$ cat config.mk
export PLATFORM = sky130hd
export DESIGN_NAME = gbi_skid
export DESIGN_NICKNAME = d
export VERILOG_FILES = /design/src/rtl/gbi_pkg.sv /design/src/rtl/gbi_skid.sv
export SDC_FILE = /design/constraint.sdc
export NUM_CORES = 1
export LEC_CHECK = 0
export BUFFER_PORTS_ARGS = -buffer_cell sky130_fd_sc_hd__buf_2
export CAP_MARGIN = 20
export CORE_ASPECT_RATIO = 0.6
export CORE_MARGIN = 5
export CORE_UTILIZATION = 49
export DETAILED_ROUTE_END_ITERATION = 8
export PLACE_DENSITY = 0.75
export SYNTH_ARGS = -nofsm -noshare
export SYNTH_HDL_FRONTEND = slang
export SYNTH_SLANG_ARGS = --single-unit
export TNS_END_PERCENT = 5
$ cat constraint.sdc
create_clock -name clk -period 7.26 [get_ports clk]
set_clock_uncertainty 0.15 [all_clocks]
set_input_delay 0.363 -clock clk [delete_from_list [all_inputs] [get_ports clk]]
set_output_delay 0.363 -clock clk [all_outputs]
set_load 0.02 [all_outputs]
$ cat src/rtl/gbi_pkg.sv
// Shared types, constants and table builders for the Gaussian beam intensity block.
package gbi_pkg;

    localparam logic [63:0] ONE63       = 64'h8000_0000_0000_0000;
    localparam logic [47:0] HALF_PI_Q47 = 48'hC90F_DAA2_2169;
    localparam logic [18:0] T_CLAMP     = 19'd327680;
    localparam logic [39:0] RATIO_LIMIT = 40'h10_0000_0000;
    localparam int          XTAB_N      = 33;
    localparam int          DEN_W       = 112;

    typedef enum logic [2:0] {
        REG_POWER,
        REG_RADIUS,
        REG_CENTRE_X,
        REG_CENTRE_Y,
        REG_CENTRE_Z,
        REG_AXIS_X,
        REG_AXIS_Y,
        REG_AXIS_Z
    } reg_idx_t;

    typedef struct packed {
        logic        clipped;
        logic [31:0] intensity;
    } out_beat_t;

    typedef logic [63:0] xtab_t [XTAB_N];

    // exp(-k / 2^b) in Q.63, alternating Taylor series
    function automatic logic [63:0] exp_entry(input logic [63:0] k, input int b);
        logic [63:0] term;
        logic [63:0] pos;
        logic [63:0] neg;
        term = ONE63;
        pos  = ONE63;
        neg  = '0;
        for (int n = 1; n <= 24; n++)
        begin
            term = ((term >> b) * k) / 64'(n);
            if ((n % 2) == 1)
                neg = neg + term;
            else
                pos = pos + term;
        end
        return pos - neg;
    endfunction

    // exp(-1)^i for i = 0..32, built by truncated products
    function automatic xtab_t build_xtab(input int b);
        xtab_t        t;
        logic [63:0]  eone;
        logic [63:0]  x;
        logic [127:0] p;
        eone = exp_entry(64'(1) << b, b);
        x    = ONE63;
        for (int i = 0; i < XTAB_N; i++)
        begin
            t[i] = x;
            p    = 128'(x) * 128'(eone);
            x    = p[126:63];
        end
        return t;
    endfunction

endpackage

$ cat src/rtl/gbi_skid.sv
// Two-entry output buffer between the pipeline and the result stream.
module gbi_skid
(
    input  logic                clk,
    input  logic                rst_n,
    input  logic                push,
    input  gbi_pkg::out_beat_t  din,
    output logic                full,
    output logic                m_axis_tvalid,
    input  logic                m_axis_tready,
    output logic [31:0]         m_axis_tdata,   // beam_intensity
    output logic [0:0]          m_axis_tuser    // clipped
);
    import gbi_pkg::*;

    logic [1:0] count_reg;
    out_beat_t  head_reg;
    out_beat_t  tail_reg;
    logic       pop;

    assign pop           = (count_reg != 2'd0) && m_axis_tready;
    assign full          = (count_reg == 2'd2);
    assign m_axis_tvalid = (count_reg != 2'd0);
    assign m_axis_tdata  = head_reg.intensity;
    assign m_axis_tuser  = head_reg.clipped;

    always_ff @(posedge clk or negedge rst_n)
    begin
        if (!rst_n)
            count_reg <= 2'd0;
        else
            count_reg <= count_reg + {1'b0, push} - {1'b0, pop};
    end

    always_ff @(posedge clk)
    begin
        if (pop)
        begin
            if (count_reg == 2'd2)
                head_reg <= tail_reg;
            else if (push)
                head_reg <= din;
        end
        else if (push)
        begin
            if (count_reg == 2'd0)
                head_reg <= din;
            else
                tail_reg <= din;
        end
    end

endmodule

After elaboration in Yosys (flattened, before gate mapping)
Cells that the tools add are included.
{ "classes": {"add_sub_neg": 2, "n_eq_ne": 1, "muxes": 5, "bitwise_logic": 2, "reduce_logical": 8} }
{ "op_table": {"columns": ["op", "count"], "rows": [
  ["two-way mux 33 bit", 5],
  ["nonzero test 2 bit", 4],
  ["AND reduction 3 bit", 2],
  ["adder 2 x 1 -> 2 bit", 1],
  ["== test 2 bit (second input constant)", 1],
  ["zero test 2 bit", 1],
  ["inverter 1 bit", 2],
  ["subtractor 2 x 1 -> 2 bit", 1],
  ["logical AND 1 bit", 1]
]} }
{ "totals": {"regBits": 68, "inputBits": 37, "out_inout_bits": 35, "elab_cells": 23} }

Depth between registers and ports, before layout
{ "depth": {"word_depth": 4, "ltp_mapped": 7, "depth_no_buf": 7} }

Worst setup path after synthesis
OpenSTA, ideal clock, no wires.
{ "synth_timing": {"path_type": "register to register", "from": "reg count_reg[1]", "to": "reg head_reg, in the netlist m_axis_tdata[0], enable pin", "setup_ns": 0.469, "t_arrival_ns": 2.927, "required_time_ns": 6.641, "setup_slack_ns": 3.714, "stages_incl_launch_ff": 3, "path_buffers": 0, "period_less_slack_ns": 3.546, "path_cell_list": "dfrtp_1 > mux2i_1 > o21ai_0"} }
{ "synth_via": {"elab_chain_len": 4, "word_cells_on_any_way": 8, "classes_between": "eq/ne (1); reduce/logical (7)"} }
{ "synth_lines": {"columns": ["item", "line_no", "source"], "rows": [
  ["start, declared", "gbi_skid.sv:16", "logic [1:0] count_reg;"],
  ["start signal, assigned", "gbi_skid.sv:32", "count_reg <= count_reg + {1'b0, push} - {1'b0, pop};"],
  ["nonzero test 2 bit", "gbi_skid.sv:21", "assign pop = (count_reg != 2'd0) && m_axis_tready;"],
  ["logical AND 1 bit", "gbi_skid.sv:21", null],
  ["nonzero test 2 bit (no line)", null, null],
  ["AND reduction 3 bit (no line) *", null, null],
  ["end signal, assigned", "gbi_skid.sv:40", "head_reg <= tail_reg;"],
  ["end signal, assigned", "gbi_skid.sv:42", "head_reg <= din;"],
  ["end signal, assigned", "gbi_skid.sv:47", "head_reg <= din;"],
  ["end, declared", "gbi_skid.sv:17", "out_beat_t head_reg;"]
]} }
Mark *: on every way between the ends. The rest lies on a longest branch, timed or not.
A chain may end at the register's enable or synchronous reset.

Worst setup path after layout
{ "layout_timing": {"from": "reg count_reg[1]", "to": "reg tail_reg[31] (netlist name), enable pin"} }
{ "layout_via": {"elab_chain_len": 4, "word_cells_on_any_way": 6, "classes_between": "bitwise (2); reduce/logical (4)"} }
{ "layout_lines": {"columns": ["item", "line_no", "source"], "rows": [
  ["nonzero test 2 bit", "gbi_skid.sv:21", null],
  ["logical AND 1 bit", "gbi_skid.sv:21", null],
  ["inverter 1 bit (no line)", null, null],
  ["AND reduction 3 bit (no line) *", null, null],
  ["end signal, assigned", "gbi_skid.sv:49", "tail_reg <= din;"],
  ["end, declared", "gbi_skid.sv:18", "out_beat_t tail_reg;"]
]} }
Marks and branches as above.

==> flow_summary.ini <==
[sta]
finalMaxSlewViolations = 0
min_period_ns = 2.135
rsz0062_at_grt = no
hold_slack_ns = 0.06470
tightest_slew_ns = 0.7532
hold_viol = 0
max_freq_ghz = 0.4683
fin_crit_sh = 0.2941
slew_headroom = 0.4979
fin_tns_setup_ns = 0
report.final.setup_viol = 0

[logic_synthesis]
synth_nets = 157
synth_flop_cell = edfxtp_1
syn_area_sq_mm = 0.002666
synth-edff-count = 66
yosys-top-cells-area = edfxtp_1 74%, mux2_4 17%, dfrtp_1 1.9%
synth.yosys.seq_area_share = 0.7621
ys_warn_count = 0
syn_avg_cell_area_sq_um = 22.60
syn-instance-count = 118
async_flop_share = 0.02941
synth_cell_types = 16
ys_ff_latch = 68
synth_top_area_frac = 0.7433
yosys-top-cells-count = 66 x edfxtp_1, 30 x mux2_4, 3 x buf_6, 3 x mux2_2
synth_top_cell_by_area = edfxtp_1
synth.most_common_cell = edfxtp_1

[layout]
fin_nets = 239
fillCellCount = 376
syn2layout_area_growth_pct = 23.28
multi_input_area_sq_um = 604.3
stdcell_count = 271
drive_gt1_frac = 0.5902
seq_area_sq_mm = 0.002032
final_util = 0.6376
largest_register_ffs = 33
num_antenna_cells = 0
final_cell_area_sq_mm = 0.003287

[power_and_ir_drop]
p_leak_nw = 1.392
ir_drop_mv = 0.1860
pwr-share-seq = 0.493
clock_power_share = 0.222
combPwrFrac = 0.285
swShare = 0.3022
cell_internal_pwr_mw = 0.7995
pwr_density_cell_mw_per_mm2 = 348.6
power.switching_mw = 0.3463

[routing]
ant_nets = 0
first_pass_iters = 4
first_iter_violations = 56
routedWlPerCell_microns = 17.28
vias = 1300
via_per_inst = 4.797
route.detailed.drc = 0
wl_mm = 4.683

[cts]
cts_tree = yes
clockBufferDepth = 2
path_clk_slew_ns = 0.07
numCtsBuffers = 9
cts-root-buf = clkbuf_8
cts.sinks = 68
cts_max_level = 3
insertion_delay_ns = 0.33
post-cts-setup-buffer-count = 0
cts_resized = 0

[die]
core_area_sq_mm = 0.005155
die_area_sq_mm = 0.007065
rows = 20
ios = 72
die_h_microns = 67.14
die_w_microns = 105.2
initial_utilization = 0.5172

[placement]
place_hpwl_mm = 3.297
placed_area_sq_mm = 0.003089
numPortBuffers = 71
gp_congestion = 0.7261
place_inst = 253

[worst_setup_path]
cp.required_ns = 7.13
cp_max_fo = 17
crit_path_start_kind = register
arrival_ns = 2.01
crit_type = register to register
end_kind = register

[grt]
grt-ovfl-total = 0
grt_pass1_vias = 1370
antenna_found_initial = 0
grtUsageTotal = 0.1426
grt_pass1_wl_mm = 7.403
grt_max_degree = 34

[status]
outcome = finished, final reports clean

[job]
maxCapViolCount = 0

[worst_hold_path]
hold_class = input port to register
[logic make-up (layout without fill, tap and decap cells)]
logic type,after synthesis,count (layout),synth area share
xor+xnor,2,2,0.006571
simple gates,6,6,0.01924
flops,68,68,0.7621
buf+inv,5,92,0.01549
fa+ha+maj,2,2,0.009384
mux,34,34,0.1854
compound gates,1,1,0.001875
[worst max-delay path: stages (launching register included)]
cell	delay, ns
dfrtp_1	0.47
or2_2	0.18
and3b_1	0.65
buf_4	0.38
[metrics by stage]
step | setup slack, ns | total power, mW
floorplan | 3.714 | 0.7985
global placement | 5.197 | 0.8799
detailed placement | 5.117 | 0.8935
CTS | 5.088 | 1.151
global route | 4.991 | 1.208
finish | 5.125 | 1.146
[layout by cell type, fill, tap and decap left out, types with 2 or more instances in the layout]
| cell | netlist | final |
|---|---|---|
| buf_2 | 0 | 71 |
| xnor2_1 | 2 | 2 |
| edfxtp_1 | 66 | 66 |
| mux2_2 | 3 | 3 |
| inv_1 | 2 | 2 |
| ha_1 | 2 | 2 |
| clkbuf_8 | 0 | 9 |
| dfrtp_1 | 2 | 2 |
| clkbuf_1 | 0 | 2 |
| clkinv_1 | 0 | 2 |
| mux2_4 | 30 | 30 |
[per-layer routing]
layer / vias up / track usage / share of wire
met4: 0 / 0.03349 / 0.0088
li1: 623 / - / -
met3: 6 / 0.08214 / 0.11
met1: 610 / 0.1885 / 0.46
met5: - / 0 / 0
met2: 61 / 0.2040 / 0.42
[what timing repair did]
item | in CTS | in global routing
hold buffers | 1 | 0
endpoints found under the hold margin | 2 | 0
setup endpoints to repair | 0 | 0
[path summary, 6_finish.rpt]
| kind | endpoint | slack, ns | startpoint | cells after the start |
|---|---|---|---|---|
| setup / recovery | tail_reg[31] | 5.12 | count_reg[1] | 3 |
| hold / removal | tail_reg[32] | 0.06 | din[32] | 1 |
| setup reg to reg | tail_reg[31] | 5.12 | count_reg[1] | 3 |
| hold reg to reg | m_axis_tdata[12] | 0.40 | tail_reg[12] | 1 |
| max in group asynchronous | count_reg[0] | 6.67 | rst_n | 2 |
| min in group asynchronous | count_reg[1] | 0.19 | rst_n | 2 |
[power by group through the flow]
stage	Sequential (mW)	Combinational (mW)	Clock, mW
after global routing	0.574	0.350	0.284
after floorplan	0.638	0.160	0
after CTS	0.568	0.320	0.264
after global placement	0.570	0.309	0
final	0.565	0.326	0.254
after detailed placement	0.574	0.319	0
[cell type report]
class	instances	share of cell area
clock buffer	11	0.03997
inverter	2	0.002284
multi-input combinational	45	0.1839
tap	66	0.02512
timing repair buffer	74	0.1218
sequential	68	0.6182
clock inverter	5	0.008755
Note: power is estimated with default switching activity, not from simulation.
